===== src/hw/rtl/dldl_pkg.sv =====
// Shared types and constants for the dense LDL block factorization engine.
// Used by the top level and by the shared fixed-point divider.
`default_nettype none

package dldl_pkg;

  // Matrix store geometry: addresses wrap inside this depth.
  localparam int ADDR_W      = 10;
  localparam int STORE_DEPTH = 1024;

  // Q16.16 constants and saturation limits.
  localparam logic signed [31:0] Q_ONE   = 32'sh0001_0000;
  localparam logic signed [31:0] SAT_MAX = 32'sh7FFF_FFFF;
  localparam logic signed [31:0] SAT_MIN = 32'sh8000_0000;

  // Request codes carried in the input beat.
  typedef enum logic [2:0] {
    REQ_LOAD_ENTRY = 3'd0,
    REQ_LOAD_THR   = 3'd1,
    REQ_FACTOR     = 3'd2,
    REQ_READ_ENTRY = 3'd3,
    REQ_READ_DIAG  = 3'd4,
    REQ_READ_THR   = 3'd5,
    REQ_READ_SKIP  = 3'd6,
    REQ_CLEAR_SKIP = 3'd7
  } req_t;

  // Result status codes.
  localparam logic [1:0] STAT_OK    = 2'd0;
  localparam logic [1:0] STAT_RANGE = 2'd1;
  localparam logic [1:0] STAT_FULL  = 2'd2;

  // Configuration register indexes.
  localparam logic [2:0] CFG_ROWS  = 3'd0;
  localparam logic [2:0] CFG_COLS  = 3'd1;
  localparam logic [2:0] CFG_FCOL  = 3'd2;
  localparam logic [2:0] CFG_UB    = 3'd3;
  localparam logic [2:0] CFG_GLIM  = 3'd4;

  // Divider request and response.
  typedef struct packed {
    logic               start;
    logic signed [31:0] a;
    logic signed [31:0] b;
  } div_req_t;

  typedef struct packed {
    logic               done;
    logic signed [31:0] q;
  } div_rsp_t;

endpackage

`default_nettype wire


===== src/hw/rtl/dldl_div.sv =====
// Bit-serial Q16.16 divider: q = sat((a * 65536) / b), truncated toward zero.
// Uses dldl_pkg for its request and response types.
`default_nettype none

module dldl_div (
  input  wire logic              clk,
  input  wire logic              rst_n,
  input  wire dldl_pkg::div_req_t req,
  output dldl_pkg::div_rsp_t     rsp
);

  localparam int NW = 48;
  localparam logic [5:0] STEPS = 6'(NW);

  logic            busy_r, busy_nxt;
  logic            done_r, done_nxt;
  logic [5:0]      cnt_r, cnt_nxt;
  logic [NW-1:0]   num_r, num_nxt;
  logic [31:0]     rem_r, rem_nxt;
  logic [31:0]     dvs_r, dvs_nxt;
  logic            neg_r, neg_nxt;
  logic            bzero_r, bzero_nxt;
  logic            apos_r, apos_nxt;
  logic            aneg_r, aneg_nxt;

  logic [32:0]     rem_sh;
  logic [32:0]     rem_sub;
  logic            ge;
  logic [31:0]     mag_a;
  logic [31:0]     mag_b;
  logic signed [31:0] q_res;

  // One quotient bit per cycle, restoring form.
  always_comb begin
    rem_sh  = {rem_r, num_r[NW-1]};
    rem_sub = rem_sh - {1'b0, dvs_r};
    ge      = (rem_sh >= {1'b0, dvs_r});
    mag_a   = req.a[31] ? (~req.a + 32'd1) : req.a;
    mag_b   = req.b[31] ? (~req.b + 32'd1) : req.b;

    busy_nxt  = busy_r;
    done_nxt  = 1'b0;
    cnt_nxt   = cnt_r;
    num_nxt   = num_r;
    rem_nxt   = rem_r;
    dvs_nxt   = dvs_r;
    neg_nxt   = neg_r;
    bzero_nxt = bzero_r;
    apos_nxt  = apos_r;
    aneg_nxt  = aneg_r;

    if (req.start) begin
      busy_nxt  = 1'b1;
      cnt_nxt   = STEPS;
      num_nxt   = {mag_a, 16'h0000};
      rem_nxt   = 32'h0;
      dvs_nxt   = mag_b;
      neg_nxt   = req.a[31] ^ req.b[31];
      bzero_nxt = (req.b == 32'sd0);
      apos_nxt  = !req.a[31] && (req.a != 32'sd0);
      aneg_nxt  = req.a[31];
    end else if (busy_r) begin
      num_nxt = {num_r[NW-2:0], ge};
      rem_nxt = ge ? rem_sub[31:0] : rem_sh[31:0];
      cnt_nxt = cnt_r - 6'd1;
      if (cnt_r == 6'd1) begin
        busy_nxt = 1'b0;
        done_nxt = 1'b1;
      end
    end
  end

  // Sign, saturation and the zero-divisor cases.
  always_comb begin
    if (bzero_r) begin
      if (apos_r) begin
        q_res = dldl_pkg::SAT_MAX;
      end else if (aneg_r) begin
        q_res = dldl_pkg::SAT_MIN;
      end else begin
        q_res = 32'sd0;
      end
    end else if (neg_r) begin
      if (num_r > 48'h0000_8000_0000) begin
        q_res = dldl_pkg::SAT_MIN;
      end else begin
        q_res = ~num_r[31:0] + 32'd1;
      end
    end else begin
      if (num_r > 48'h0000_7FFF_FFFF) begin
        q_res = dldl_pkg::SAT_MAX;
      end else begin
        q_res = num_r[31:0];
      end
    end
  end

  assign rsp.done = done_r;
  assign rsp.q    = q_res;

  always_ff @(posedge clk) begin
    if (!rst_n) begin
      busy_r <= 1'b0;
      done_r <= 1'b0;
    end else begin
      busy_r <= busy_nxt;
      done_r <= done_nxt;
    end
  end

  always_ff @(posedge clk) begin
    cnt_r   <= cnt_nxt;
    num_r   <= num_nxt;
    rem_r   <= rem_nxt;
    dvs_r   <= dvs_nxt;
    neg_r   <= neg_nxt;
    bzero_r <= bzero_nxt;
    apos_r  <= apos_nxt;
    aneg_r  <= aneg_nxt;
  end

endmodule

`default_nettype wire

===== config.mk =====
export PLATFORM = sky130hd
export DESIGN_NAME = dldl_div
export DESIGN_NICKNAME = d
export VERILOG_FILES = /design/src/hw/rtl/dldl_pkg.sv /design/src/hw/rtl/dldl_div.sv
export SDC_FILE = /design/constraint.sdc
export NUM_CORES = 1
export LEC_CHECK = 0
export ABC_AREA = 1
export BUFFER_PORTS_ARGS = -buffer_cell sky130_fd_sc_hd__clkbuf_2
export CAP_MARGIN = 20
export CORE_UTILIZATION = 58
export DETAILED_ROUTE_END_ITERATION = 10
export GPL_TIMING_DRIVEN = 0
export PLACE_DENSITY = 0.78
export SLEW_MARGIN = 40
export SYNTH_ARGS = -nofsm -noshare
export SYNTH_HDL_FRONTEND = slang
export SYNTH_SLANG_ARGS = --single-unit

===== constraint.sdc =====
create_clock -name clk -period 2.5 [get_ports clk]
set_input_delay 0.25 -clock clk [delete_from_list [all_inputs] [get_ports clk]]
set_output_delay 0.25 -clock clk [all_outputs]
set_load 0.05 [all_outputs]

==> summary.md, run 1 <==
| Metric | Value |
|---|---|
| Gr usage total | `approximately 38%` |
| Die H | `137 um` |
| Area grow syn2layout | `24.4%` |
| Worst endpoint required time | `2.25 ns` |
| Die width | `137 um` |
| Final Non-Filler Cells | `slightly above 2,000` |
| Grt total ovfl | `0` |
| Post-synth top area share | `19.3%` |
| CTS tree | `done` |
| Critical path class | `reg -> out` |
| Via count | `around 12,000` |
| # rows | `49` |
| Clock slew at reported path FFs | `~0.060 ns` |
| Setup Skew | `between 0.009 and 0.01 ns` |
| Critical Path End Type | `primary output` |
| Post-Syn Area | `10,600 um2` |
| Peak supply drop | `between 0.0005 and 0.0006 V` |
| # Max-Cap Violations | `0` |
| Worst slew pin tran | `a little over 0.8 ns` |
| Final core utilization | `73.4%` |
| Final-report setup violation count | `32` |
| CTS sink count | `124` |
| Seq/Total Area, Yosys | `between 20% and 30%` |
| Pin count of the biggest net entering global routing | `42` |
| Ports | `100` |
| GPL Wtd Cong | `1.01` |
| Reg2reg start | `dvs_r[25]` |
| Clk Latency, worst-skew pair | `0.43 ns` |
| FF+latch area | `3160 um2` |
| Core box area | `18,000 um2` |
| Final hold violation count | `0` |
| Relative slew slack | `46.3%` |
| Status | `finished with violations` |
| CTS Root Cell | `clkbuf_16` |
| Max FO, Critical Path | `4` |
| Die area | `between 15,000 and 20,000 um2` |
| Drt drc | `0` |
| Hold Crit Depth | `1` |
| Worst reg-to-reg path cell count | `12` |
| Layout Nets | `~1,900` |
| Hold Path Sink | `dvs_r[0]` |
| Initial antenna violation count | `0` |
| Vias per inst | `around 5.8` |
| RR Endpoint | `rem_r[17]` |
| Area leader, netlist | `edfxtp_1` |
| Post-DRT Antenna Nets | `0` |
| Power Dens Cells | `522 nW/um2` |
| Synth Instances | `1,666` |
| PnR worst setup slack | `-0.342 ns` |
| Vias in the first global route | `10,500` |
| Initial Util | `between 50% and 60%` |
| Placed cell count | `~2,000` |
| H-tree levels | `4` |
| RSZ-0062 raised after global routing | `true` |
| First-pass GRT wire length | `54.4 mm` |
| Worst R2R Setup Slack | `about 0.050 ns` |
| Clk buf depth | `2` |
| Fraction of layout cells with a size suffix above 1 | `18.9%` |
| Hold Crit Start | `req[0]` |
| CP Launch Type | `flop` |
| Area occupied by multi-input gates | `about 6600 um2` |
| Tcrit/Tclk final | `114%` |
| Max Clock Freq | `352 MHz` |
| Min cycle time layout | `between 2 and 3 ns` |
| Initial DRC count | `1,474` |
| Final-layout fill cell count | `1,439` |
| Synth area leaders | `edfxtp_1 (19%), nand2_1 (16%), dfxtp_1 (11%), inv_1 (9.9%), nand3_1 (7.6%)` |
| Hold WC Path Type | `in -> reg` |
| Post-Syn Area per Cell | `6.36 um2` |
| Hold_buf cts | `0` |
| Failing checks | `setup timing` |
| N_diodes | `0` |
| Total Power | `0.00688 W` |
| Worst EP arrival | `roughly 2.6 ns` |
| Leakage | `6.43 nW` |
| Overall routed net length | `36.6 mm` |
| Yosys reg bits | `124` |
| Final HPWL DP | `26.3 mm` |
| Final Max Slew Viols | `0` |
| Ys Warns | `0` |
| Post-synth net total | `around 1,800` |
| Synth unique cells | `43` |
| TritonCTS Buffers | `17` |
| Number of port buffers | `99` |
| Setup TNS | `-6.55 ns` |
| First drt pass iteration count | `7` |
| Drt wl/cell | `17.7 um` |
[registers in the layout, indices dropped and copies added (netlist names), 6 cells and up]
| register | cells |
|---|---|
| num_r | 48 |
| dvs_r | 32 |
| rem_r | 32 |
| cnt_r | 6 |
[power breakdown]
group,total [W],switching [W],internal [W]
Combinational,0.00174,0.00115,0.000588
Clock,0.00276,0.00107,0.00169
Sequential,0.00238,0.0000745,0.00230
[per-stage QoR]
step / hold slack (ns) / instance area, um2 / worst slack (ns)
after global placement: 0.457 / 11500 / -1.29
after floorplan: 0.349 / 10700 / 0.0722
after global routing: 0.0360 / 13200 / -0.427
after CTS: 0.0309 / 12800 / -0.168
final: 0.0371 / 13200 / -0.342
after detailed placement: 0.459 / 11500 / -0.436
[cell usage after synthesis]
| master | instances |
|---|---|
| nor2_2 | 15 |
| inv_1 | 280 |
| nor3_2 | 3 |
| ha_1 | 37 |
| buf_1 | 3 |
| clkinv_1 | 4 |
| edfxtp_1 | 68 |
| o21bai_1 | 6 |
| nand2_1 | 438 |
| o211ai_1 | 3 |
| nor3_4 | 1 |
| xnor2_1 | 21 |
| nor2_1 | 154 |
| buf_6 | 5 |
| or2_2 | 4 |
| nand2_2 | 10 |
| and3_1 | 1 |
| nor2_4 | 2 |
| o32ai_1 | 2 |
| nor4_2 | 1 |
| fa_1 | 1 |
| xor2_1 | 41 |
| a21oi_2 | 1 |
| o31ai_1 | 3 |
| buf_2 | 10 |
| nor3_1 | 28 |
| o21ai_1 | 19 |
| clkbuf_1 | 25 |
| nand3b_1 | 26 |
| nand2_4 | 2 |
| inv_2 | 7 |
| dfxtp_1 | 56 |
| o22ai_1 | 28 |
| a31oi_1 | 4 |
| o21ai_2 | 1 |
| a21oi_1 | 107 |
| nor4_1 | 3 |
| buf_4 | 3 |
| nand3_2 | 3 |
| nand3_1 | 160 |
| nand4_1 | 21 |
| nand4_2 | 1 |
| o21ai_0 | 58 |
[routing by layer]
metal | wire, um | vias to the layer above | GRT usage, %
met2 | 15500 | 783 | 55.2
li1 | - | 5699 | -
met3 | 3690 | 158 | 6.73
met1 | 15700 | 5428 | 54.4
met5 | 0 | - | 0
met4 | 1760 | 0 | 17.2
[cell type report]
class | instances | area share, %
Buffer | 46 | 1.96
Clock buffer | 18 | 3.25
Clock inverter | 14 | 1.57
Inverter | 291 | 8.29
Multi-Input combinational cell | 1205 | 50.0
Sequential cell | 124 | 24.0
Tap cell | 229 | 2.17
Timing Repair Buffer | 142 | 8.81
[cell families (layout without fill, tap and decap cells)]
| logic type | after synthesis | count (layout) | share of synthesized area (%) |
|---|---|---|---|
| simple gates | 873 | 873 | 36.2 |
| buf+inv | 337 | 511 | 12.5 |
| xor+xnor | 62 | 62 | 5.12 |
| compound gates | 232 | 232 | 11.8 |
| flops | 124 | 124 | 29.8 |
| fa+ha+maj | 38 | 38 | 4.55 |
[placed cells by master, fill, tap and decap left out, types with 4 or more instances in the layout]
master,synthesis,layout
a21oi_1,107,76
a21oi_2,1,28
a21oi_4,0,4
a31oi_1,4,4
buf_1,3,4
buf_2,10,6
buf_4,3,44
buf_6,5,8
buf_8,0,30
bufinv_16,0,4
clkbuf_1,25,24
clkbuf_16,0,18
clkbuf_2,0,66
dfxtp_1,56,56
edfxtp_1,68,68
ha_1,37,27
ha_2,0,6
ha_4,0,4
inv_1,280,267
inv_2,7,20
nand2_1,438,426
nand2_2,10,21
nand3_1,160,144
nand3_2,3,15
nand3_4,0,4
nand3b_1,26,26
nand4_1,21,21
nor2_1,154,139
nor2_2,15,23
nor2_4,2,9
nor3_1,28,24
nor3_2,3,7
o21ai_0,58,58
o21ai_1,19,19
o21bai_1,6,5
o22ai_1,28,28
or2_2,4,4
xnor2_1,21,21
xor2_1,41,41
[worst max-delay path by stage]
stage / to / cells past startpoint / startpoint
after detailed placement: num_r[16] / 7 / req[64]
after global routing: rsp[29] / 11 / num_r[23]
after floorplan: rsp[2] / 10 / num_r[0]
after CTS: rsp[21] / 11 / num_r[20]
final: rsp[26] / 11 / num_r[17]
after global placement: num_r[23] / 5 / req[64]
[worst max-delay path: stages (launching register included)]
cell	delay, ns
edfxtp_1	0.50
nor2_2	0.19
buf_4	0.12
buf_4	0.09
nand2_1	0.07
nor2_2	0.14
nand3_1	0.11
nor2_1	0.18
xor2_1	0.11
nand3b_1	0.20
a21oi_2	0.26
buf_8	0.18
[what timing repair did]
| item | in CTS | in global routing |
|---|---|---|
| setup buffers | 35 | 6 |
| endpoints found under the hold margin | 0 | 0 |
| resized for setup | 116 | 96 |
| gates cloned | 1 | 1 |
| pin swaps | 18 | 23 |
| setup endpoints to repair | 42 | 65 |
No activity file was read; power rests on OpenSTA's default activity.
==> run 2: changes to the inputs <==
--- a/config.mk
+++ b/config.mk
@@ -12,6 +12,7 @@
 export DETAILED_ROUTE_END_ITERATION = 10
 export GPL_TIMING_DRIVEN = 0
 export PLACE_DENSITY = 0.78
+export REMOVE_ABC_BUFFERS = 1
 export SLEW_MARGIN = 40
 export SYNTH_ARGS = -nofsm -noshare
 export SYNTH_HDL_FRONTEND = slang
==> run 2 against run 1 <==
  * The run still ends with setup timing left
  * Worst setup slack worse by 0.31 ns
  * Utilization grew 1.3 points
  * Worst hold slack lost 0.0070 ns
  * Clock skew up 0.0025 ns
  * Sequential share of layout area fell by 0.42 points
  * Register-to-register slack improved by 0.06 ns
  * Critical endpoint is now rsp[28]
  * Largest power group unchanged
==> summary.md, run 2 (synthesis gave the netlist of run 1 again) <==
| Metric | Value |
|---|---|
| Status | `finished with violations (unchanged)` |
| Failing checks | `setup timing (unchanged)` |
| Max FFs per register | `48 (unchanged)` |
| Worst reg-to-reg path cell count | `14 (was 12)` |
| Gr usage total | `37.1% (was 38.0%)` |
| TritonCTS Buffers | `17 (unchanged)` |
| # rows | `49 (unchanged)` |
| Final-report setup violation count | `32 (unchanged)` |
| Worst EP arrival | `2.90 ns (was 2.59 ns)` |
| Setup Skew | `0.0119 ns (was 0.00945 ns)` |
| First drt pass iteration count | `6 (was 7)` |
| Final Max Slew Viols | `0 (unchanged)` |
| Initial DRC count | `1,499 (was 1,474)` |
| Fraction of layout cells with a size suffix above 1 | `20.9% (was 18.9%)` |
| Core box area | `18,000 um2 (unchanged)` |
| Drt drc | `0 (unchanged)` |
| Initial Util | `59.0% (unchanged)` |
| N_diodes | `0 (unchanged)` |
| # Max-Cap Violations | `0 (unchanged)` |
| Die H | `137 um (unchanged)` |
| Max FO, Critical Path | `7 (was 4)` |
| Vias per inst | `6.06 (was 5.83)` |
| Clock slew at reported path FFs | `0.06 ns (about the same)` |
| Worst endpoint required time | `2.25 ns (about the same)` |
| Drt wl/cell | `19.2 um (was 17.7 um)` |
| Pin count of the biggest net entering global routing | `65 (was 42)` |
| Worst slew pin tran | `0.819 ns (was 0.806 ns)` |
| CTS Root Cell | `clkbuf_16 (unchanged)` |
| Layout Nets | `1,908 (was 1,932)` |
| Setup crit end | `rsp[28] (was rsp[26])` |
| GPL Wtd Cong | `0.954 (was 1.01)` |
| Setup TNS | `-15.01 ns (was -6.55 ns)` |
| Critical Path End Type | `primary output (unchanged)` |
| Reg2reg start | `dvs_r[26] (was dvs_r[25])` |
| CTS sink count | `124 (unchanged)` |
| Hold_ws | `0.0301 ns (was 0.0371 ns)` |
| Min cycle time layout | `3.15 ns (was 2.84 ns)` |
| First-pass GRT wire length | `53.8 mm (was 54.4 mm)` |
| Final hold violation count | `0 (unchanged)` |
| Final-layout fill cell count | `1,297 (was 1,439)` |
| Leakage | `6.47 nW (was 6.43 nW)` |
| Hold_buf cts | `0 (unchanged)` |
| Overall routed net length | `39.3 mm (was 36.6 mm)` |
| Peak supply drop | `0.000556 V (was 0.000588 V)` |
| Die width | `137 um (unchanged)` |
| Vias in the first global route | `11,000 (was 10,500)` |
| H-tree levels | `4 (unchanged)` |
| Area grow syn2layout | `26.6% (was 24.4%)` |
| Commonest non-fill, non-tap cell in the layout | `nand2_1 (unchanged)` |
| Critical path class | `reg -> out (unchanged)` |
| CP startpoint | `num_r[31] (was num_r[17])` |
| Relative slew slack | `45.3% (was 46.3%)` |
| Power Dens Cells | `507 nW/um2 (was 522 nW/um2)` |
| Max Clock Freq | `317 MHz (was 352 MHz)` |
| Clk buf depth | `2 (unchanged)` |
| Top reg by flops | `num_r (unchanged)` |
| CTS tree | `done (unchanged)` |
| Hold WC Path Type | `in -> reg (unchanged)` |
| Clk Latency, worst-skew pair | `0.44 ns (was 0.43 ns)` |
| RR Endpoint | `rem_r[11] (was rem_r[17])` |
| Grt total ovfl | `0 (unchanged)` |
| Final HPWL DP | `23.0 mm (was 26.3 mm)` |
| Worst R2R Setup Slack | `0.11 ns (was 0.05 ns)` |
| Ports | `100 (unchanged)` |
| Initial antenna violation count | `0 (unchanged)` |
| Largest registers | `num_r: 48 flops, dvs_r: 32 flops, rem_r: 32 flops (unchanged)` |
| Total Power | `0.00680 W (was 0.00688 W)` |
| PnR worst setup slack | `-0.654 ns (was -0.342 ns)` |
| CP Launch Type | `flop (unchanged)` |
| Via count | `12,400 (was 12,100)` |
| Post-DRT Antenna Nets | `0 (unchanged)` |
| Most frequent cells in the layout | `nand2_1 (425), inv_1 (263), nand3_1 (141) (was nand2_1 (426), inv_1 (267), nand3_1 (144))` |
| Die area | `18,800 um2 (unchanged)` |
| RSZ-0062 raised after global routing | `true (unchanged)` |
| Tcrit/Tclk final | `126% (was 114%)` |
| Number of port buffers | `99 (unchanged)` |
-- run 2: cell count changes in the layout (fill, tap and decap cells not counted), moves of 5 or more --
cell and change:
buf_2 -6, buf_8 -12, nor2_4 +9, nor2_1 -13
clkbuf_8 +6, nor2_2 +5, a21oi_1 -11, a21oi_2 +10
clkbuf_1 -23, nand2_8 +10
-- run 2: area by class of cell --
class	count	area (um2)	share of cell area, %
Multi-Input combinational cell	1214	6960	51.8
Tap cell	229	287	2.13
Timing Repair Buffer	155	1300	9.67
Clock buffer	21	493	3.67
Sequential cell	124	3160	23.6
Clock inverter	11	129	0.960
Inverter	291	1100	8.19
-- run 2: worst min-delay path by stage --
stage	to	cells after the start	start
2_1_floorplan	cnt_r[0]	1	req[64]
3_3_place_gp	rem_r[19]	2	rem_r[19]
3_5_place_dp	dvs_r[0]	1	req[0]
4_1_cts	dvs_r[0]	1	req[0]
5_1_grt	dvs_r[0]	1	req[0]
6_report	dvs_r[0]	1	req[0]
-- run 2: worst max-delay path: stages (launching register included) --
cell,delay [ns]
edfxtp_1,0.42
inv_1,0.19
nor4_4,0.47
nand3_2,0.15
nor2_4,0.24
nand2_8,0.16
nand2_8,0.14
nand2_4,0.08
nor2_4,0.10
nor2_2,0.05
nor2_2,0.28
buf_8,0.19
-- run 2: through the flow --
step	cells	util [%]	worst slack [ns]	instance area (um2)
floorplan	1620	-	-0.672	10400
global placement	1948	62.1	-3.84	11200
finish	2045	74.7	-0.654	13400
CTS	2028	71.2	-0.157	12800
global route	2045	74.7	-0.697	13400
detailed placement	1954	62.9	-0.853	11300
-- run 2: what timing repair did --
item                                    CTS  global route
setup buffers                            36            14
cloned                                    6             3
pin swaps                                28            41
resized for setup                       135           128
endpoints found under the setup margin   65            65
-- run 2: where the power goes --
| part | internal, W | switching (W) |
|---|---|---|
| clock network | 0.00162 | 0.00103 |
| registers | 0.00230 | 0.0000835 |
| logic | 0.000590 | 0.00117 |
| total | 0.00451 | 0.00229 |
-- run 2: per-layer routing --
metal / track usage [%] / part of all wire [%] / up-vias
met4: 21.7 / 7.4 / 0
met3: 6.73 / 11 / 306
met5: 0 / 0 / -
met1: 43.6 / 35 / 5498
met2: 63.3 / 47 / 925
li1: - / - / 5667
